$ cat src/hw/rtl/acws_pkg.sv
`timescale 1ns / 1ps

package acws_pkg;

  localparam int BTN_W  = 4;
  localparam int HOUR_W = 5;
  localparam int MIN_W  = 6;
  localparam int SEC_W  = 6;
  localparam int SEG_W  = 8;
  localparam int LED_W  = 10;
  localparam int DIG_W  = 4;

  localparam logic [HOUR_W-1:0] HOUR_LAST = 5'd23;
  localparam logic [MIN_W-1:0]  MIN_LAST  = 6'd59;
  localparam logic [SEC_W-1:0]  SEC_LAST  = 6'd59;
  localparam logic [LED_W-1:0]  LED_ALL   = 10'h3FF;
  localparam logic [SEG_W-1:0]  SEG_BLANK = 8'hFF;

  localparam int BTN_SEC   = 0;
  localparam int BTN_MIN   = 1;
  localparam int BTN_HOUR  = 2;
  localparam int BTN_ALARM = 3;

  typedef struct packed {
    logic [HOUR_W-1:0] hours;
    logic [MIN_W-1:0]  minutes;
    logic [SEC_W-1:0]  seconds;
  } tod_t;

  typedef struct packed {
    tod_t             now;
    logic [LED_W-1:0] leds;
  } core_res_t;

  typedef struct packed {
    logic [SEG_W-1:0] hour_tens;
    logic [SEG_W-1:0] hour_units;
    logic [SEG_W-1:0] min_tens;
    logic [SEG_W-1:0] min_units;
    logic [SEG_W-1:0] sec_tens;
    logic [SEG_W-1:0] sec_units;
  } seg_bytes_t;

  // Active-low segment byte, bit0 is segment a, bit7 is the unused dot.
  function automatic logic [SEG_W-1:0] seg_of(input logic [DIG_W-1:0] digit);
    logic [SEG_W-1:0] pattern;
    begin
      unique case (digit)
        4'd0: pattern = 8'h3F;
        4'd1: pattern = 8'h06;
        4'd2: pattern = 8'h5B;
        4'd3: pattern = 8'h4F;
        4'd4: pattern = 8'h66;
        4'd5: pattern = 8'h6D;
        4'd6: pattern = 8'h7D;
        4'd7: pattern = 8'h07;
        4'd8: pattern = 8'h7F;
        4'd9: pattern = 8'h6F;
        default: pattern = 8'h00;
      endcase
      seg_of = (digit > 4'd9) ? SEG_BLANK : ~pattern;
    end
  endfunction

  function automatic logic [DIG_W-1:0] tens_of(input logic [5:0] v);
    logic [DIG_W-1:0] t;
    begin
      priority if (v >= 6'd60) t = 4'd6;
      else if (v >= 6'd50) t = 4'd5;
      else if (v >= 6'd40) t = 4'd4;
      else if (v >= 6'd30) t = 4'd3;
      else if (v >= 6'd20) t = 4'd2;
      else if (v >= 6'd10) t = 4'd1;
      else t = 4'd0;
      tens_of = t;
    end
  endfunction

  function automatic logic [DIG_W-1:0] units_of(input logic [5:0] v);
    logic [5:0] tens_x10;
    logic [5:0] rem;
    begin
      tens_x10 = 6'(tens_of(v)) * 6'd10;
      rem      = v - tens_x10;
      units_of = rem[DIG_W-1:0];
    end
  endfunction

endpackage

$ cat src/hw/rtl/acws_in_if.sv
`timescale 1ns / 1ps

interface acws_in_if import acws_pkg::*; ();
  logic             valid;
  logic             ready;
  logic [BTN_W-1:0] buttons;
  logic             run_switch;
  logic             second_tick;

  modport source (output valid, output buttons, output run_switch, output second_tick,
                  input ready);
  modport sink (input valid, input buttons, input run_switch, input second_tick,
                output ready);
endinterface

$ cat src/hw/rtl/acws_out_if.sv
`timescale 1ns / 1ps

interface acws_out_if import acws_pkg::*; ();
  logic              valid;
  logic              ready;
  logic [SEG_W-1:0]  hour_tens_seg;
  logic [SEG_W-1:0]  hour_units_seg;
  logic [SEG_W-1:0]  min_tens_seg;
  logic [SEG_W-1:0]  min_units_seg;
  logic [SEG_W-1:0]  sec_tens_seg;
  logic [SEG_W-1:0]  sec_units_seg;
  logic [LED_W-1:0]  alarm_leds;
  logic [HOUR_W-1:0] hours_now;
  logic [MIN_W-1:0]  minutes_now;
  logic [SEC_W-1:0]  seconds_now;

  modport source (output valid, output hour_tens_seg, output hour_units_seg,
                  output min_tens_seg, output min_units_seg, output sec_tens_seg,
                  output sec_units_seg, output alarm_leds, output hours_now,
                  output minutes_now, output seconds_now, input ready);
  modport sink (input valid, input hour_tens_seg, input hour_units_seg,
                input min_tens_seg, input min_units_seg, input sec_tens_seg,
                input sec_units_seg, input alarm_leds, input hours_now,
                input minutes_now, input seconds_now, output ready);
endinterface

$ cat src/hw/rtl/acws_core.sv
`timescale 1ns / 1ps

module acws_core import acws_pkg::*; (
  input  logic             clk,
  input  logic             rst_n,
  input  logic             accept,
  input  logic [BTN_W-1:0] buttons,
  input  logic             run_switch,
  input  logic             second_tick,
  output core_res_t        res
);

  tod_t             time_r, time_nxt;
  tod_t             alarm_r, alarm_nxt;
  logic             alarm_set_r, alarm_set_nxt;
  logic [BTN_W-1:0] prev_btn_r, prev_btn_nxt;
  logic             prev_run_r, prev_run_nxt;
  logic             counting_r, counting_nxt;
  logic [LED_W-1:0] led_r, led_nxt;
  logic [BTN_W-1:0] rise;

  always_comb begin
    time_nxt      = time_r;
    alarm_nxt     = alarm_r;
    alarm_set_nxt = alarm_set_r;
    led_nxt       = led_r;
    counting_nxt  = counting_r;
    prev_run_nxt  = prev_run_r;
    prev_btn_nxt  = buttons;
    rise          = buttons & ~prev_btn_r;

    if (!run_switch) begin
      if (rise[BTN_SEC]) begin
        time_nxt.seconds = (time_nxt.seconds == SEC_LAST) ? '0 : time_nxt.seconds + 6'd1;
      end
      if (rise[BTN_MIN]) begin
        time_nxt.minutes = (time_nxt.minutes == MIN_LAST) ? '0 : time_nxt.minutes + 6'd1;
      end
      if (rise[BTN_HOUR]) begin
        time_nxt.hours = (time_nxt.hours == HOUR_LAST) ? '0 : time_nxt.hours + 5'd1;
      end
      if (rise[BTN_ALARM]) begin
        alarm_nxt     = time_nxt;
        alarm_set_nxt = 1'b1;
      end
    end else if (rise[BTN_ALARM]) begin
      led_nxt = '0;
    end

    if (run_switch != prev_run_r) begin
      counting_nxt = run_switch;
      prev_run_nxt = run_switch;
    end

    // The tick carries seconds into minutes into hours.
    if (counting_nxt && second_tick) begin
      if (time_nxt.seconds >= SEC_LAST) begin
        time_nxt.seconds = '0;
        if (time_nxt.minutes >= MIN_LAST) begin
          time_nxt.minutes = '0;
          time_nxt.hours = (time_nxt.hours >= HOUR_LAST) ? '0 : time_nxt.hours + 5'd1;
        end else begin
          time_nxt.minutes = time_nxt.minutes + 6'd1;
        end
      end else begin
        time_nxt.seconds = time_nxt.seconds + 6'd1;
      end
    end

    if (alarm_set_nxt && run_switch && (alarm_nxt == time_nxt)) begin
      led_nxt = LED_ALL;
    end

    res.now  = time_nxt;
    res.leds = led_nxt;
  end

  always_ff @(posedge clk) begin
    if (!rst_n) begin
      time_r      <= '0;
      alarm_r     <= '0;
      alarm_set_r <= 1'b0;
      prev_btn_r  <= '0;
      prev_run_r  <= 1'b0;
      counting_r  <= 1'b0;
      led_r       <= '0;
    end else if (accept) begin
      time_r      <= time_nxt;
      alarm_r     <= alarm_nxt;
      alarm_set_r <= alarm_set_nxt;
      prev_btn_r  <= prev_btn_nxt;
      prev_run_r  <= prev_run_nxt;
      counting_r  <= counting_nxt;
      led_r       <= led_nxt;
    end
  end

endmodule

$ cat src/hw/rtl/acws_seg.sv
`timescale 1ns / 1ps

module acws_seg import acws_pkg::*; (
  input  tod_t       now,
  output seg_bytes_t segs
);

  logic [5:0] hours_ext;

  assign hours_ext = {1'b0, now.hours};

  always_comb begin
    segs.hour_tens  = seg_of(tens_of(hours_ext));
    segs.hour_units = seg_of(units_of(hours_ext));
    segs.min_tens   = seg_of(tens_of(now.minutes));
    segs.min_units  = seg_of(units_of(now.minutes));
    segs.sec_tens   = seg_of(tens_of(now.seconds));
    segs.sec_units  = seg_of(units_of(now.seconds));
  end

endmodule

$ cat src/hw/rtl/alarm_clock_with_seven_segment.sv
`timescale 1ns / 1ps
// Latency: the result of a transaction is valid in the cycle after it is accepted.
// Throughput: one transaction per cycle unless out_ch.ready stalls; the clock state
// update and the digit encoding form one registered pass between the input handshake
// and the result register. Reset: synchronous, active low; clears time, alarm, LED and
// edge state and empties the result register.
module alarm_clock_with_seven_segment import acws_pkg::*; (
  input  logic       clk,
  input  logic       rst_n,
  acws_in_if.sink    in_ch,
  acws_out_if.source out_ch
);

  logic       accept;
  logic       out_valid_r;
  core_res_t  res;
  seg_bytes_t segs;
  core_res_t  res_r;
  seg_bytes_t segs_r;

  assign in_ch.ready = !out_valid_r || out_ch.ready;
  assign accept      = in_ch.valid && in_ch.ready;

  acws_core u_core (
    .clk         (clk),
    .rst_n       (rst_n),
    .accept      (accept),
    .buttons     (in_ch.buttons),
    .run_switch  (in_ch.run_switch),
    .second_tick (in_ch.second_tick),
    .res         (res)
  );

  acws_seg u_seg (
    .now  (res.now),
    .segs (segs)
  );

  always_ff @(posedge clk) begin
    if (!rst_n) begin
      out_valid_r <= 1'b0;
    end else if (in_ch.ready) begin
      out_valid_r <= in_ch.valid;
    end
  end

  always_ff @(posedge clk) begin
    if (accept) begin
      res_r  <= res;
      segs_r <= segs;
    end
  end

  assign out_ch.valid          = out_valid_r;
  assign out_ch.hour_tens_seg  = segs_r.hour_tens;
  assign out_ch.hour_units_seg = segs_r.hour_units;
  assign out_ch.min_tens_seg   = segs_r.min_tens;
  assign out_ch.min_units_seg  = segs_r.min_units;
  assign out_ch.sec_tens_seg   = segs_r.sec_tens;
  assign out_ch.sec_units_seg  = segs_r.sec_units;
  assign out_ch.alarm_leds     = res_r.leds;
  assign out_ch.hours_now      = res_r.now.hours;
  assign out_ch.minutes_now    = res_r.now.minutes;
  assign out_ch.seconds_now    = res_r.now.seconds;

  a_accept_gives_result: assert property (@(posedge clk) disable iff (!rst_n)
    accept |=> out_valid_r)
    else $error("accepted transaction produced no result");

  a_time_in_range: assert property (@(posedge clk) disable iff (!rst_n)
    out_valid_r |-> (res_r.now.hours <= HOUR_LAST && res_r.now.minutes <= MIN_LAST &&
                     res_r.now.seconds <= SEC_LAST))
    else $error("time of day out of range");

  a_leds_all_or_none: assert property (@(posedge clk) disable iff (!rst_n)
    out_valid_r |-> (res_r.leds == '0 || res_r.leds == LED_ALL))
    else $error("alarm LEDs partly lit");

  a_reset_empties: assert property (@(posedge clk)
    !rst_n |=> !out_valid_r)
    else $error("result register not empty after reset");

endmodule

$ cat src/flat_wrapper.sv
// flat-port wrapper written by rule: the top's interface ports become plain ports
module alarm_clock_with_seven_segment_flat import acws_pkg::*;
  (clk, rst_n, in_ch_valid, in_ch_buttons, in_ch_run_switch, in_ch_second_tick, in_ch_ready, out_ch_valid, out_ch_hour_tens_seg, out_ch_hour_units_seg, out_ch_min_tens_seg, out_ch_min_units_seg, out_ch_sec_tens_seg, out_ch_sec_units_seg, out_ch_alarm_leds, out_ch_hours_now, out_ch_minutes_now, out_ch_seconds_now, out_ch_ready);
  acws_in_if in_ch_i ();
  acws_out_if out_ch_i ();
  input  logic clk;
  input  logic rst_n;
  input wire logic [$bits(in_ch_i.valid)-1:0] in_ch_valid;
  input wire logic [$bits(in_ch_i.buttons)-1:0] in_ch_buttons;
  input wire logic [$bits(in_ch_i.run_switch)-1:0] in_ch_run_switch;
  input wire logic [$bits(in_ch_i.second_tick)-1:0] in_ch_second_tick;
  output wire logic [$bits(in_ch_i.ready)-1:0] in_ch_ready;
  output wire logic [$bits(out_ch_i.valid)-1:0] out_ch_valid;
  output wire logic [$bits(out_ch_i.hour_tens_seg)-1:0] out_ch_hour_tens_seg;
  output wire logic [$bits(out_ch_i.hour_units_seg)-1:0] out_ch_hour_units_seg;
  output wire logic [$bits(out_ch_i.min_tens_seg)-1:0] out_ch_min_tens_seg;
  output wire logic [$bits(out_ch_i.min_units_seg)-1:0] out_ch_min_units_seg;
  output wire logic [$bits(out_ch_i.sec_tens_seg)-1:0] out_ch_sec_tens_seg;
  output wire logic [$bits(out_ch_i.sec_units_seg)-1:0] out_ch_sec_units_seg;
  output wire logic [$bits(out_ch_i.alarm_leds)-1:0] out_ch_alarm_leds;
  output wire logic [$bits(out_ch_i.hours_now)-1:0] out_ch_hours_now;
  output wire logic [$bits(out_ch_i.minutes_now)-1:0] out_ch_minutes_now;
  output wire logic [$bits(out_ch_i.seconds_now)-1:0] out_ch_seconds_now;
  input wire logic [$bits(out_ch_i.ready)-1:0] out_ch_ready;
  assign in_ch_i.valid = in_ch_valid;
  assign in_ch_i.buttons = in_ch_buttons;
  assign in_ch_i.run_switch = in_ch_run_switch;
  assign in_ch_i.second_tick = in_ch_second_tick;
  assign in_ch_ready = in_ch_i.ready;
  assign out_ch_valid = out_ch_i.valid;
  assign out_ch_hour_tens_seg = out_ch_i.hour_tens_seg;
  assign out_ch_hour_units_seg = out_ch_i.hour_units_seg;
  assign out_ch_min_tens_seg = out_ch_i.min_tens_seg;
  assign out_ch_min_units_seg = out_ch_i.min_units_seg;
  assign out_ch_sec_tens_seg = out_ch_i.sec_tens_seg;
  assign out_ch_sec_units_seg = out_ch_i.sec_units_seg;
  assign out_ch_alarm_leds = out_ch_i.alarm_leds;
  assign out_ch_hours_now = out_ch_i.hours_now;
  assign out_ch_minutes_now = out_ch_i.minutes_now;
  assign out_ch_seconds_now = out_ch_i.seconds_now;
  assign out_ch_i.ready = out_ch_ready;
  alarm_clock_with_seven_segment u_core (.clk(clk), .rst_n(rst_n), .in_ch(in_ch_i), .out_ch(out_ch_i));
endmodule
$ cat config.mk
export PLATFORM = sky130hd
export DESIGN_NAME = alarm_clock_with_seven_segment_flat
export DESIGN_NICKNAME = d
export VERILOG_FILES = /design/src/hw/rtl/acws_pkg.sv /design/src/hw/rtl/acws_in_if.sv /design/src/hw/rtl/acws_out_if.sv /design/src/hw/rtl/acws_core.sv /design/src/hw/rtl/acws_seg.sv /design/src/hw/rtl/alarm_clock_with_seven_segment.sv /design/src/flat_wrapper.sv
export SDC_FILE = /design/constraint.sdc
export NUM_CORES = 1
export LEC_CHECK = 0
export ABC_AREA = 1
export CAP_MARGIN = 10
export CORE_MARGIN = 10
export CORE_UTILIZATION = 63
export DETAILED_ROUTE_END_ITERATION = 8
export DONT_BUFFER_PORTS = 1
export MAX_ROUTING_LAYER = met4
export PLACE_DENSITY = 0.79
export SYNTH_ARGS = -nofsm -noshare
export SYNTH_HDL_FRONTEND = slang
export SYNTH_SLANG_ARGS = --single-unit
$ cat constraint.sdc
create_clock -name clk -period 5.4 [get_ports clk]
set_input_delay 1.35 -clock clk [delete_from_list [all_inputs] [get_ports clk]]
set_output_delay 1.35 -clock clk [all_outputs]
set_load 0.1 [all_outputs]
Word-level counts from Yosys, hierarchy flattened
Memory sizes are Yosys's and may differ from the RTL's.
Cells that the tools add are included.
{ "classes": {"add_sub_neg": 9, "mul": 3, "n_lt_le_gt_ge": 27, "n_eq_ne": 5, "n_mux": 39, "bitwise": 8, "reduce_logical": 7} }
{ "op_table": {"columns": ["cell", "count"], "rows": [
  ["$mux W17", 4],
  ["$ge A6 B6 Y1 const B", 8],
  ["$not A8 Y8", 6],
  ["$mux W6", 6],
  ["$mux W10", 3],
  ["$add A6 B1 Y6 const B", 4],
  ["$ge A6 B5 Y1 const B", 4],
  ["$gt A4 B4 Y1 const B", 6],
  ["$mux W4", 5],
  ["$mux W5", 4],
  ["$ge A5 B6 Y1 const B", 3],
  ["$mux W3", 6],
  ["$eq A17 B17 Y1", 1],
  ["$ge A5 B5 Y1 const B", 3],
  ["$eq A6 B6 Y1 const B", 2],
  ["$ge A6 B4 Y1 const B", 2],
  ["$sub A4 B4 Y4", 3],
  ["$mux W11", 1],
  ["$add A5 B1 Y5 const B", 2],
  ["$mux W2", 4],
  ["$mul A3 B3 Y3 const B", 2],
  ["$mux W1", 6],
  ["$eq A5 B5 Y1 const B", 1],
  ["$ge A5 B4 Y1 const B", 1],
  ["8 further kinds", 11]
]} }
{ "totals": {"ff_bits": 127, "mem_bits_ro": 672, "inputBits": 10, "output_inout_bits": 77, "word_cells": 126, "n_memories": 6} }
{ "memory_table": {"columns": ["memory", "words", "width", "rd", "rd_clocked_by_memory_dff", "wr", "line_no", "rtl"], "rows": [
  ["(no name shown)", 16, 7, 1, 0, 0, "acws_pkg.sv:48", "unique case (digit)"],
  ["(no name shown)", 16, 7, 1, 0, 0, "acws_pkg.sv:48", null],
  ["(no name shown)", 16, 7, 1, 0, 0, "acws_pkg.sv:48", null],
  ["(no name shown)", 16, 7, 1, 0, 0, "acws_pkg.sv:48", null],
  ["(no name shown)", 16, 7, 1, 0, 0, "acws_pkg.sv:48", null],
  ["(no name shown)", 16, 7, 1, 0, 0, "acws_pkg.sv:48", null]
]} }

Longest topological paths before layout
Gate-level depths: netlist of the first run.
An unclocked memory read counts as a cell.
{ "depth": {"depth_word": 20, "depth_mapped": 31, "mapped_depth_nobuf": 31} }

Modules after synthesis
A second synthesis of the first run with hierarchy kept.
{ "unflattened": {"cells_unflattened": 1020, "hier_area_um2": 7756.2} }
{ "by_module_without_submodules": {"columns": ["mod", "n_inst", "cells_each", "area_per_inst_um2", "seq_area_each_um2"], "rows": [
  ["acws_core", 1, 670, 3852.4, 1021.0],
  ["alarm_clock_with_seven_segment", 1, 82, 2303.5, 2272.2],
  ["acws_seg", 1, 268, 1600.3, 0.0]
]} }

Least setup slack after synthesis of the first run
Ideal clock, no wire load.
{ "synth_path": {"kind": "input to register", "start": "input port out_ch_ready", "end": "register u_core.res_r (netlist bit u_core.out_ch.alarm_leds[0]) (enable)", "setup_ns": 0.457, "arrival_ns": 4.535, "required_ns": 4.943, "slack_ns": 0.408, "stages": 5, "path_buffers": 1, "path_cell_list": "inv_1 > nand2_1 > nand2_1 > clkinv_1 > clkbuf_1"} }
{ "synth_between": {"elab_chain_cells": 2} }
{ "synth_lines": {"columns": ["item", "line_no", "rtl"], "rows": [
  ["start: declaration", "flat_wrapper.sv:24", "input wire logic [$bits(out_ch_i.ready)-1:0] out_ch_ready;"],
  ["$logic_or A1 B1 Y1", "alarm_clock_with_seven_segment.sv:21", "assign in_ch.ready = !out_valid_r || out_ch.ready;"],
  ["net in_ch_ready", "flat_wrapper.sv:12", "output wire logic [$bits(in_ch_i.ready)-1:0] in_ch_ready;"],
  ["$logic_and A1 B1 Y1", "alarm_clock_with_seven_segment.sv:22", "assign accept = in_ch.valid && in_ch.ready;"],
  ["net u_core.accept", "alarm_clock_with_seven_segment.sv:14", "logic accept;"],
  ["end signal: assignment", "alarm_clock_with_seven_segment.sv:49", "res_r <= res;"],
  ["end: declaration", "alarm_clock_with_seven_segment.sv:18", "core_res_t res_r;"]
]} }
The timed path passes the listed nets, and every way through them passes these cells.
A chain may end at the register's enable or synchronous reset.

Worst setup path in the final report of the first run
{ "layout_path": {"start": "input port in_ch_buttons[1]", "end": "register u_core.segs_r (netlist bit u_core.out_ch.min_units_seg[6]), data pin"} }
{ "layout_between": {"elab_chain_cells": 18} }
{ "layout_lines": {"columns": ["item", "line_no", "rtl"], "rows": [
  ["start: declaration", "flat_wrapper.sv:9", "input wire logic [$bits(in_ch_i.buttons)-1:0] in_ch_buttons;"],
  ["$and A4 B4 Y4 *", "acws_core.sv:30", "rise = buttons & ~prev_btn_r;"],
  ["$mux W6 *", "acws_core.sv:36", "if (rise[BTN_MIN]) begin"],
  ["$mux W17 *", "acws_core.sv:32", "if (!run_switch) begin"],
  ["$add A6 B1 Y6 or $ge A6 B6 Y1 (tied branches)", "acws_core.sv:63, acws_core.sv:59", null],
  ["$mux W6", "acws_core.sv:59", "if (time_nxt.minutes >= MIN_LAST) begin"],
  ["$mux W11", "acws_core.sv:57", "if (time_nxt.seconds >= SEC_LAST) begin"],
  ["$mux W17 *", "acws_core.sv:56", "if (counting_nxt && second_tick) begin"],
  ["$ge A6 B4 Y1", "acws_pkg.sv:73", "else if (v >= 6'd10) t = 4'd1;"],
  ["[2 not listed]", null, null],
  ["$mux W2", "acws_pkg.sv:71", "else if (v >= 6'd30) t = 4'd3;"],
  ["$mux W3", "acws_pkg.sv:70", "else if (v >= 6'd40) t = 4'd4;"],
  ["$mux W3", "acws_pkg.sv:69", "else if (v >= 6'd50) t = 4'd5;"],
  ["$mux W3", "acws_pkg.sv:68", "priority if (v >= 6'd60) t = 4'd6;"],
  ["$mul A3 B3 Y3", "acws_pkg.sv:83", "tens_x10 = 6'(tens_of(v)) * 6'd10;"],
  ["$sub A4 B4 Y4 *", "acws_pkg.sv:84", "rem = v - tens_x10;"],
  ["$mem_v2 Z16 W7", null, null],
  ["$not A8 Y8", "acws_pkg.sv:61", "seg_of = (digit > 4'd9) ? SEG_BLANK : ~pattern;"],
  ["end signal: assignment", "alarm_clock_with_seven_segment.sv:50", "segs_r <= segs;"],
  ["end: declaration", "alarm_clock_with_seven_segment.sv:19", "seg_bytes_t segs_r;"]
]} }
Mark *: on every way between the ends. The rest lies on a longest branch, timed or not.

==> reports/metrics.csv, run 1 <==
stage,metric,value,unit
outcome,status,"finished, final reports clean",
logic_synthesis,yosys warns,0,
floorplan,Row Count,38,
clock_tree,TritonCTS Buffers,17,
clock_tree,H-tree depth,4,
layout,final std cells w/o fill,1090,
sta,final setup fails,0,
clock_tree,post-CTS setup repair buffer count,0,
layout,"commonest non-fill, non-tap cell in the layout",nand2_1,
clock_tree,CTS clock-pin slew for the worst setup and hold paths,0.06,ns
layout,area delta synth->final,10.2,%
detailed_routing,DRC viols,0,
logic_synthesis,syn avg cell area,7.53,um^2
min_path,HP Class,flop to flop,
detailed_routing,uppermost routed layer,met4,
detailed_routing,WL final,17.8,mm
floorplan,area of the die,0.0159,mm^2
worst_setup_path,crit path buf inv count,2,
logic_synthesis,"Async S/R FF share, synth",0,%
logic_synthesis,post-synth design cell area,0.00707,mm^2
logic_synthesis,post-synthesis register bit count,119,
worst_setup_path,Reg2Reg Setup Slack,0.61,ns
sta,f_max,198,MHz
layout,fin util,71.2,%
worst_setup_path,kind of critical path,input port to flop,
sta,Final Slew Violations,0,
clock_tree,clock buffer depth,2,
detailed_routing,Vias/cell,5.72,
detailed_routing,TritonRoute pass-1 iters,5,
clock_tree,root buf cell,clkbuf_16,
worst_setup_path,worst r2r src,u_core.u_core.time_r[0]$_SDFFE_PN0P_,
logic_synthesis,Post-Syn Instances,939,
worst_setup_path,R2R cell count,27,
worst_setup_path,CP most frequent cell,nand2_1,
global_routing,initial antenna violation count,0,
layout,share of cells above drive strength 1,9.16,%
detailed_routing,met3 routed WL,1.48,mm
placed_design,Placed Cells,1058,
detailed_routing,WL met1,8.08,mm
worst_setup_path,CP Launch Type,input port,
worst_setup_path,crit-path cells,inv_2 > nor2_4 > a21oi_1 > o21ai_1 > ha_1 > inv_1 > nand3_1 > nand3_1 > nor2_1 > o21ai_1 > nand2_2 > nor2_1 > a21oi_1 > nand2_1 > nand2_1 > nand2_1 > ha_1 > fa_1 > xnor2_2 > nand3b_2 > nand2_1 > o21ai_2 > nand2_1,
placed_design,Port-buffer cells,0,
min_path,WHS Path Cells,2,
sta,Slew @ Worst Pin,1.03,ns
worst_setup_path,Slowest Stage Delay on Critical Path,0.42,ns
logic_synthesis,top_reg_cell synth,edfxtp_1,
sta,Fin Clk Skew,0.0160,ns
detailed_routing,met2 wire len,8.06,mm
floorplan,Core Box Area,0.0109,mm^2
clock_tree,worst-skew pair later-pin latency,0.42,ns
placed_design,Final GP Congestion,0.905,
power_and_ir_drop,Total Power,3.66,mW
worst_setup_path,Worst setup EP type,flop,
clock_tree,cts repair resizes,0,
global_routing,largest net degree at the start of global routing,69,
worst_setup_path,"critical path fanouts, max",9,
detailed_routing,Iteration-0 DRC Markers,776,
clock_tree,clk sink count,119,
worst_setup_path,worst endpoint required time,5.55,ns
sta,crit path time final,5.05,ns
clock_tree,hold buffer count at CTS,0,
layout,diode count,0,
global_routing,first-pass GRT wire length,28.8,mm
detailed_routing,vias,6232,
clock_tree,CTS tree,built,
flow_run,max cap viols,0,
worst_setup_path,"delay-heaviest family, CP",simple AND/OR/NAND/NOR gates,
power_and_ir_drop,pwr/cell area,470,mW/mm^2
logic_synthesis,Unique masters post-synth,41,
logic_synthesis,"Seq/Total Area, Yosys",43.2,%
worst_setup_path,slowest CP cell,fa_1,
global_routing,grt total ovfl,0,
sta,final period utilization,93.6,%
min_path,Hold Path Origin,u_core.u_core.prev_btn_r[2]$_SDFFE_PN0P_,
layout,most frequent cells in the layout,"275 x nand2_1, 99 x inv_1, 78 x nand3_1, 72 x nor2_1, 68 x o21ai_0",
floorplan,Die Height,126,um
logic_synthesis,Post-synth EDFFs,67,
sta,Setup TNS Final,0,ns
worst_setup_path,RR Endpoint,u_core.out_ch.min_units_seg[6]$_SDFFCE_PN1P_,
power_and_ir_drop,peak supply drop,0.335,mV
worst_setup_path,Worst Path Arrival,5.21,ns
floorplan,I/O pins,87,
sta,Hold WS,0.462,ns
placed_design,DP Wirelength,12.6,mm
min_path,hold endpoint,u_core.u_core.prev_btn_r[2]$_SDFFE_PN0P_,
detailed_routing,ANT nets after route,0,
detailed_routing,drt wl/cell,16.3,um
global_routing,Tot GR Track Use,22.4,%
floorplan,Die X,126,um
sta,Final Hold Vio Count,0,
layout,number of nets in the layout,983,
global_routing,vias in the first global route,5778,
power_and_ir_drop,Static Leak,3.67,nW
floorplan,Initial Util,64.6,%
sta,worst rel slew slack,31.4,%
[cells by family (layout without fill, tap and decap cells)]
| kind of cell | after synthesis | in the layout | synth area share [%] |
|---|---|---|---|
| AND/OR/NAND/NOR | 478 | 478 | 29.5 |
| flip-flops | 119 | 119 | 43.2 |
| buffers and inverters | 149 | 155 | 8.58 |
| other | 2 | 7 | 0.106 |
| adder cells (fa/ha/maj) | 36 | 36 | 6.69 |
| XOR/XNOR | 5 | 5 | 0.620 |
| AO/OA/AOI/OAI | 150 | 150 | 11.3 |
[tightest hold or removal path: stages (launching register included)]
cell	delay, ns
dfxtp_1	0.29
inv_1	0.06
a21oi_1	0.06
[registers in the layout (all words and copies together), names as in the netlist, 6 cells and up, named ones only]
register,count
u_core.out_ch.min_units_seg,7
u_core.out_ch.minutes_now,6
u_core.u_core.time_r,17
u_core.out_ch.min_tens_seg,7
u_core.out_ch.hour_units_seg,7
u_core.out_ch.seconds_now,6
u_core.out_ch.sec_units_seg,7
u_core.out_ch.alarm_leds,10
u_core.u_core.alarm_r,17
u_core.out_ch.sec_tens_seg,7
u_core.u_core.led_r,10
[final cells by class]
cell class / instances / area, um^2
clock buffer: 26 / 532
clock inverter: 6 / 62.6
fill: 803 / 3150
inverter: 116 / 440
multi-input combinational: 676 / 3440
sequential: 119 / 3050
tap: 140 / 175
timing repair buffer: 7 / 85.1
[cell usage after synthesis, types with 8 or more instances]
cell type | count | area [um^2]
nand2_1 | 275 | 1030
a21oi_1 | 45 | 225
o21ai_1 | 16 | 80.1
nor2_1 | 72 | 270
nand3b_1 | 8 | 60.1
inv_2 | 14 | 52.6
inv_1 | 99 | 372
o21ai_0 | 70 | 350
ha_1 | 33 | 413
edfxtp_1 | 67 | 2010
dfxtp_1 | 52 | 1040
nand3_1 | 78 | 390
clkbuf_1 | 18 | 67.6
nand4_1 | 13 | 81.3
buf_4 | 8 | 60.1
nand2_2 | 14 | 87.6
[per-stage QoR]
stage / worst slack, ns / instance area [um^2]
after floorplan: 0.408 / 7090
after global placement: 0.237 / 7180
after detailed placement: -0.0763 / 7180
after CTS: 0.299 / 7780
after global routing: -0.00456 / 7790
final: 0.346 / 7790
[metal layers]
layer	up-vias	track usage, %
met1	2840	29.2
met5	-	-
met3	26	5.45
li1	3060	-
met4	0	6.10
met2	306	34.1
[where the power goes]
group          internal [mW]  switching (mW)  total, mW  leakage (nW)
clock network          0.724           0.404       1.13         0.284
logic                  0.228           0.506      0.734          2.30
registers               1.12           0.677       1.80          1.09
total                   2.07            1.59       3.66          3.67
[worst max-delay path by stage]
stage	from	endpoint	slack [ns]	cells past startpoint
after detailed placement	in_ch_buttons[1]	u_core.out_ch.min_units_seg[6]$_SDFFCE_PN1P_	-0.08	23
after global placement	in_ch_buttons[1]	u_core.out_ch.hour_units_seg[2]$_SDFFCE_PN1P_	0.24	25
after CTS	in_ch_buttons[1]	u_core.out_ch.min_units_seg[6]$_SDFFCE_PN1P_	0.30	23
after floorplan	out_ch_ready	u_core.out_ch.alarm_leds[0]$_DFFE_PP_	0.41	5
after global routing	in_ch_buttons[0]	u_core.out_ch.min_units_seg[6]$_SDFFCE_PN1P_	-0.005	26
final	in_ch_buttons[1]	u_core.out_ch.min_units_seg[6]$_SDFFCE_PN1P_	0.35	23
Power figures use the tool's default switching activity.
==> run 2, diff against run 1 <==
Settings changed: CTS_BUF_LIST set to sky130_fd_sc_hd__clkbuf_8, REMOVE_ABC_BUFFERS set to 1.
Clock period 5.4 ns to 6.4 ns, I/O delays scaled along.
==> run 2 against run 1 <==
  * Sequential share of layout area is 0.95 points higher
  * Register-to-register slack better by 1.1 ns
  * Critical endpoint is now u_core.out_ch.min_units_seg[5]$_SDFFCE_PN1P_
  * Critical path depth is 1 higher
  * Clock-buffer cell count is 7 lower
  * Worst setup slack better by 0.79 ns
  * Non-clock buffer count is 4 lower
  * Utilization is 1.7 points lower
  * Power is 21% lower
  * Global-route usage is 1.0 points lower
  * Sequential cell count stayed put
  * Clock skew is 0.0046 ns lower
  * Largest power group unchanged
  * Sequential power is 16% lower
==> reports/metrics.csv, run 2 (synthesis results as in run 1) <==
stage,metric,value,unit,change
worst_setup_path,worst r2r src,u_core.u_core.time_r[0]$_SDFFE_PN0P_,,unchanged
layout,most frequent cells in the layout,"275 x nand2_1, 103 x inv_1, 78 x nand3_1, 71 x nor2_1, 70 x o21ai_0",,"was 275 x nand2_1, 99 x inv_1, 78 x nand3_1, 72 x nor2_1, 68 x o21ai_0"
global_routing,first-pass GRT wire length,27.9,mm,was 28.8 mm
layout,area delta synth->final,7.56,%,was 10.2%
layout,sequential standard cell area,0.00305,mm^2,unchanged
sta,Final Hold Vio Count,0,,unchanged
worst_setup_path,Worst Setup SP,in_ch_buttons[1],,unchanged
placed_design,Final GP Congestion,0.913,,was 0.905
sta,f_max,190,MHz,
global_routing,initial antenna violation count,0,,unchanged
floorplan,Core Box Area,0.0109,mm^2,unchanged
clock_tree,worst-skew pair later-pin latency,0.43,ns,was 0.42 ns
clock_tree,clock buffer depth,2,,unchanged
sta,Final Slew Violations,0,,unchanged
placed_design,DP Wirelength,12.0,mm,was 12.6 mm
min_path,WHS Path Cells,2,,unchanged
sta,RSZ-0062 raised after global routing,no,,
flow_run,max cap viols,0,,unchanged
detailed_routing,drt wl/cell,15.4,um,was 16.3 um
worst_setup_path,kind of critical path,input port to flop,,unchanged
min_path,HP Class,flop to flop,,unchanged
worst_setup_path,CP Launch Type,input port,,unchanged
worst_setup_path,worst endpoint required time,6.57,ns,was 5.55 ns
detailed_routing,WL final,16.7,mm,was 17.8 mm
detailed_routing,DRC viols,0,,unchanged
min_path,hold endpoint,u_core.u_core.prev_btn_r[2]$_SDFFE_PN0P_,,unchanged
sta,final period utilization,82.3,%,
global_routing,Tot GR Track Use,21.4,%,was 22.4%
floorplan,Die Height,126,um,unchanged
worst_setup_path,RR Endpoint,u_core.out_ch.min_units_seg[5]$_SDFFCE_PN1P_,,was u_core.out_ch.min_units_seg[6]$_SDFFCE_PN1P_
layout,Multi-input gate area,0.00343,mm^2,was 0.00344 mm^2
sta,Fin Clk Skew,0.0115,ns,was 0.0160 ns
sta,Slew @ Worst Pin,1.02,ns,was 1.03 ns
clock_tree,CTS clock-pin slew for the worst setup and hold paths,0.07,ns,was 0.06 ns
worst_setup_path,Worst setup EP type,flop,,unchanged
power_and_ir_drop,Total Power,2.88,mW,was 3.66 mW
floorplan,I/O pins,87,,unchanged
layout,number of nets in the layout,979,,was 983
layout,fin util,69.5,%,was 71.2%
sta,worst rel slew slack,32.0,%,was 31.4%
clock_tree,root buf cell,clkbuf_8,,was clkbuf_16
clock_tree,clk sink count,119,,unchanged
layout,"commonest non-fill, non-tap cell in the layout",nand2_1,,unchanged
detailed_routing,ANT nets after route,0,,unchanged
detailed_routing,Vias/cell,5.57,,was 5.72
sta,Setup TNS Final,0,ns,unchanged
outcome,status,"finished, final reports clean",,unchanged
floorplan,Row Count,38,,unchanged
layout,diode count,0,,unchanged
power_and_ir_drop,Static Leak,3.60,nW,was 3.67 nW
sta,final setup fails,0,,unchanged
detailed_routing,Iteration-0 DRC Markers,436,,was 776
layout,Filler cells,905,,was 803
clock_tree,CTS tree,built,,unchanged
sta,crit path time final,5.27,ns,
worst_setup_path,R2R cell count,27,,unchanged
clock_tree,hold buffer count at CTS,0,,unchanged
global_routing,grt total ovfl,0,,unchanged
power_and_ir_drop,peak supply drop,0.334,mV,was 0.335 mV
floorplan,area of the die,0.0159,mm^2,unchanged
layout,share of cells above drive strength 1,8.77,%,was 9.16%
placed_design,Port-buffer cells,0,,unchanged
worst_setup_path,"critical path fanouts, max",9,,unchanged
clock_tree,H-tree depth,4,,unchanged
global_routing,vias in the first global route,5701,,was 5778
worst_setup_path,Reg2Reg Setup Slack,1.68,ns,was 0.61 ns
min_path,Hold Path Origin,u_core.u_core.prev_btn_r[2]$_SDFFE_PN0P_,,unchanged
detailed_routing,vias,6045,,was 6232
global_routing,largest net degree at the start of global routing,72,,was 69
clock_tree,post-CTS setup repair buffer count,0,,unchanged
layout,biggest regs,"u_core.u_core.alarm_r: 17 flops, u_core.u_core.time_r: 17 flops",,unchanged
floorplan,Die X,126,um,unchanged
sta,Hold WS,0.462,ns,about the same
detailed_routing,TritonRoute pass-1 iters,5,,unchanged
power_and_ir_drop,pwr/cell area,379,mW/mm^2,was 470 mW/mm^2
worst_setup_path,Worst Path Arrival,5.44,ns,was 5.21 ns
clock_tree,cts repair resizes,0,,unchanged
floorplan,Initial Util,64.6,%,unchanged
clock_tree,TritonCTS Buffers,17,,unchanged
run 2: worst max path at each step:
stage	slack (ns)	endpoint
finish	1.13	u_core.out_ch.min_units_seg[5]$_SDFFCE_PN1P_
global placement	0.98	u_core.out_ch.hour_units_seg[1]$_SDFFCE_PN1P_
detailed placement	0.75	u_core.out_ch.min_units_seg[5]$_SDFFCE_PN1P_
CTS	1.18	u_core.out_ch.min_units_seg[5]$_SDFFCE_PN1P_
floorplan	0.51	u_core.u_core.time_r[13]$_SDFFE_PN0P_
global route	0.63	u_core.out_ch.min_units_seg[3]$_SDFFCE_PN1P_
run 2: where the power goes:
part / internal [mW] / leakage, nW / switching (mW)
registers: 0.946 / 1.09 / 0.570
clock network: 0.477 / 0.240 / 0.302
logic: 0.186 / 2.28 / 0.401
run 2: critical path, stage by stage:
cell and delay, ns:
inv_2 0.03, nor2_4 0.18, or2_2 0.15, nand3_1 0.11, o21ai_1 0.27, ha_1 0.23, inv_1 0.05, nand3_1 0.12
nand3_1 0.08, nor2_1 0.28, o21ai_1 0.14, nand2_2 0.16, nor2_1 0.08, a21oi_1 0.16, nand2_1 0.12, nand2_1 0.10
nand2_1 0.13, ha_1 0.23, fa_1 0.38, xnor2_1 0.23, nand3b_2 0.25, nand2_1 0.12, o21ai_2 0.14, nand2_1 0.09
run 2: layout make-up:
class / count / area share (%)
clock buffers: 19 / 3.44
clock inverters: 13 / 2.47
inverters: 116 / 5.79
multi-input cells: 676 / 45.1
flip-flops and latches: 119 / 40.2
well taps: 140 / 2.30
repair buffers: 3 / 0.724
run 2: per-stage QoR:
stage | cell area [um^2] | setup slack (ns) | std cells
after global placement | 7150 | 0.976 | 1054
after floorplan | 6920 | 0.513 | 911
after CTS | 7600 | 1.18 | 1086
after detailed placement | 7150 | 0.750 | 1054
after global routing | 7600 | 0.627 | 1086
final | 7600 | 1.13 | 1086
run 2: routing by layer:
layer  up-vias  GRT usage, %  wire length (um)
met5         -             -                 0
met4         0          5.83               186
met3        18          4.11               939
met2       182          35.3              8150
met1      2799          26.3              7410
li1       3046             -                 -
==> run 3, diff against run 2 <==
Settings changed: CORE_UTILIZATION 63 to 60.
Clock period 6.4 ns to 4.62 ns, I/O delays scaled along.
==> run 3 against run 2 <==
  * Worst hold slack lost 0.011 ns
  * Critical path depth is 5 higher
  * Register-to-register slack worse by 1.3 ns
  * Utilization grew 1.8 points
  * Global-route usage decreased by 1.6 points
  * Worst setup slack worse by 0.84 ns
  * Largest cell class unchanged
  * Clock skew barely moved
  * Final cell count up 7.0%
  * Sequential cell count stayed put
  * Via count rose by 2.3%
==> reports/metrics.csv, run 3 (synthesis results as in run 1) <==
stage,metric,value,unit,change
worst_setup_path,RR Endpoint,u_core.out_ch.min_units_seg[1]$_SDFFCE_PN1P_,,was u_core.out_ch.min_units_seg[5]$_SDFFCE_PN1P_
layout,number of nets in the layout,1052,,was 979
sta,PnR worst setup slack,0.292,ns,was 1.13 ns
clock_tree,TritonCTS Buffers,17,,unchanged
worst_setup_path,CP Launch Type,input port,,unchanged
floorplan,I/O pins,87,,unchanged
sta,Fin Clk Skew,0.0110,ns,was 0.0115 ns
global_routing,initial antenna violation count,0,,unchanged
detailed_routing,TritonRoute pass-1 iters,7,,was 5
placed_design,Final GP Congestion,0.951,,was 0.913
power_and_ir_drop,pwr/cell area,494,mW/mm^2,was 379 mW/mm^2
layout,post-route cell area,0.00817,mm^2,was 0.00760 mm^2
global_routing,Tot GR Track Use,19.8,%,was 21.4%
sta,Final Hold Vio Count,0,,unchanged
clock_tree,hold buffer count at CTS,0,,unchanged
floorplan,Die Height,129,um,was 126 um
detailed_routing,vias,6183,,was 6045
sta,final setup fails,0,,unchanged
worst_setup_path,CP most frequent cell,inv_1,,was nand2_1
clock_tree,H-tree depth,4,,unchanged
sta,Slew @ Worst Pin,1.03,ns,was 1.02 ns
placed_design,Port-buffer cells,0,,unchanged
detailed_routing,Iteration-0 DRC Markers,422,,was 436
placed_design,DP Worst Slack,-0.109,ns,was 0.750 ns
min_path,HP Class,flop to flop,,unchanged
power_and_ir_drop,Static Leak,3.95,nW,was 3.60 nW
sta,worst rel slew slack,31.7,%,was 32.0%
worst_setup_path,Worst Setup SP,in_ch_buttons[1],,unchanged
min_path,hold endpoint,u_core.u_core.prev_btn_r[2]$_SDFFE_PN0P_,,unchanged
layout,most frequent cells in the layout,"272 x nand2_1, 103 x inv_1, 76 x nand3_1, 74 x buf_4, 69 x nor2_1",,"was 275 x nand2_1, 103 x inv_1, 78 x nand3_1, 71 x nor2_1, 70 x o21ai_0"
clock_tree,clock buffer depth,2,,unchanged
layout,"commonest non-fill, non-tap cell in the layout",nand2_1,,unchanged
clock_tree,worst-skew pair later-pin latency,0.45,ns,was 0.43 ns
min_path,Hold Path Origin,u_core.u_core.prev_btn_r[2]$_SDFFE_PN0P_,,unchanged
global_routing,first-pass GRT wire length,26.2,mm,was 27.9 mm
layout,biggest regs,"u_core.u_core.alarm_r: 17 flops, u_core.u_core.time_r: 17 flops",,unchanged
min_path,WHS Path Cells,2,,unchanged
power_and_ir_drop,peak supply drop,0.492,mV,was 0.334 mV
worst_setup_path,worst r2r src,u_core.u_core.time_r[0]$_SDFFE_PN0P_,,unchanged
worst_setup_path,"critical path fanouts, max",8,,was 9
global_routing,vias in the first global route,5626,,was 5701
global_routing,largest net degree at the start of global routing,83,,was 72
floorplan,Row Count,39,,was 38
detailed_routing,WL final,15.9,mm,was 16.7 mm
layout,diode count,0,,unchanged
layout,Filler cells,888,,was 905
detailed_routing,ANT nets after route,0,,unchanged
detailed_routing,DRC viols,0,,unchanged
sta,Final Slew Violations,0,,unchanged
floorplan,area of the die,0.0165,mm^2,was 0.0159 mm^2
floorplan,Initial Util,61.6,%,was 64.6%
placed_design,cell area after placement,0.00770,mm^2,was 0.00715 mm^2
clock_tree,root buf cell,clkbuf_8,,unchanged
worst_setup_path,Worst Path Arrival,4.53,ns,was 5.44 ns
power_and_ir_drop,Total Power,4.04,mW,was 2.88 mW
clock_tree,CTS tree,built,,unchanged
floorplan,Core Box Area,0.0115,mm^2,was 0.0109 mm^2
global_routing,grt total ovfl,0,,unchanged
placed_design,DP Wirelength,11.5,mm,was 12.0 mm
detailed_routing,Vias/cell,5.32,,was 5.57
worst_setup_path,worst endpoint required time,4.82,ns,was 6.57 ns
sta,f_max,231,MHz,
sta,final period utilization,93.7,%,
worst_setup_path,kind of critical path,input port to flop,,unchanged
layout,share of cells above drive strength 1,16.1,%,was 8.77%
layout,area delta synth->final,15.6,%,was 7.56%
clock_tree,clk sink count,119,,unchanged
detailed_routing,drt wl/cell,13.7,um,was 15.4 um
worst_setup_path,Reg2Reg Setup Slack,0.33,ns,was 1.68 ns
sta,crit path time final,4.33,ns,
clock_tree,CTS clock-pin slew for the worst setup and hold paths,0.07,ns,about the same
flow_run,max cap viols,0,,unchanged
floorplan,Die X,129,um,was 126 um
worst_setup_path,Slowest Stage Delay on Critical Path,0.51,ns,was 0.38 ns
worst_setup_path,R2R cell count,23,,was 27
worst_setup_path,slowest CP cell,fa_1,,unchanged
worst_setup_path,Worst setup EP type,flop,,unchanged
outcome,status,"finished, final reports clean",,unchanged
[run 3: cell count changes in the layout (fill, tap and decap cells not counted), moves of 2 or more]
cell     delta
buf_4      +73
nor2_2      +2
nand3_2     +2
nand2_1     -3
o21ai_0     -3
nand3_1     -2
nand2_2     +3
o21ai_1     +2
nor2_1      -2
[run 3: routing by layer]
metal | share of wire [%] | track usage (%) | up-vias
met4 | 1.8 | 8.19 | 0
li1 | - | - | 3190
met3 | 5.3 | 4.56 | 26
met1 | 46 | 24.2 | 2780
met2 | 47 | 31.1 | 187
met5 | 0 | - | -
[run 3: power by group]
part           switching [mW]  internal, mW  leakage [nW]  total (mW)
logic                   0.564         0.340          2.63       0.905
clock network           0.403         0.643         0.235        1.05
registers               0.779          1.31          1.09        2.09
[run 3: worst max path at each step]
stage	endpoint	slack (ns)	depth (start not counted)
floorplan	u_core.u_core.time_r[13]$_SDFFE_PN0P_	-0.85	5
global placement	u_core.out_ch.hour_units_seg[2]$_SDFFCE_PN1P_	-0.02	25
detailed placement	u_core.out_ch.min_units_seg[1]$_SDFFCE_PN1P_	-0.11	27
CTS	u_core.out_ch.min_units_seg[1]$_SDFFCE_PN1P_	0.30	22
global route	u_core.out_ch.hour_units_seg[4]$_SDFFCE_PN1P_	-0.02	29
finish	u_core.out_ch.hour_units_seg[4]$_SDFFCE_PN1P_	0.29	29
[run 3: repair_timing]
item,in CTS,in global routing
setup endpoints to repair,0,14
resized for setup,0,13
setup buffers,0,1
[run 3: critical path, delay by kind of cell]
kind	cells	cell delay (ns)
AOI/OAI and AO/OA	3	0.43
buffers and inverters	10	0.69
and+or+nand+nor	13	1.40
adders and majority gates	3	0.84
[run 3: final cells by class]
cell class,instances,area (um^2),area share (%)
multi-input cells,676,3460,42.3
flip-flops and latches,119,3050,37.3
repair buffers,76,603,7.38
inverters,116,440,5.39
clock buffers,18,248,3.03
clock inverters,14,191,2.34
well taps,143,179,2.19
[run 3: through the flow]
stage                     hold WS (ns)  TNS [ns]  util [%]  std cells
final                            0.451         0      71.3       1162
after global routing             0.487   -0.0348      71.3       1162
after CTS                        0.455         0      70.9       1161
after detailed placement         0.445     -1.16      67.1       1129
after global placement           0.436    -0.115      67.1       1129
after floorplan                  0.429    -78.66         -        911
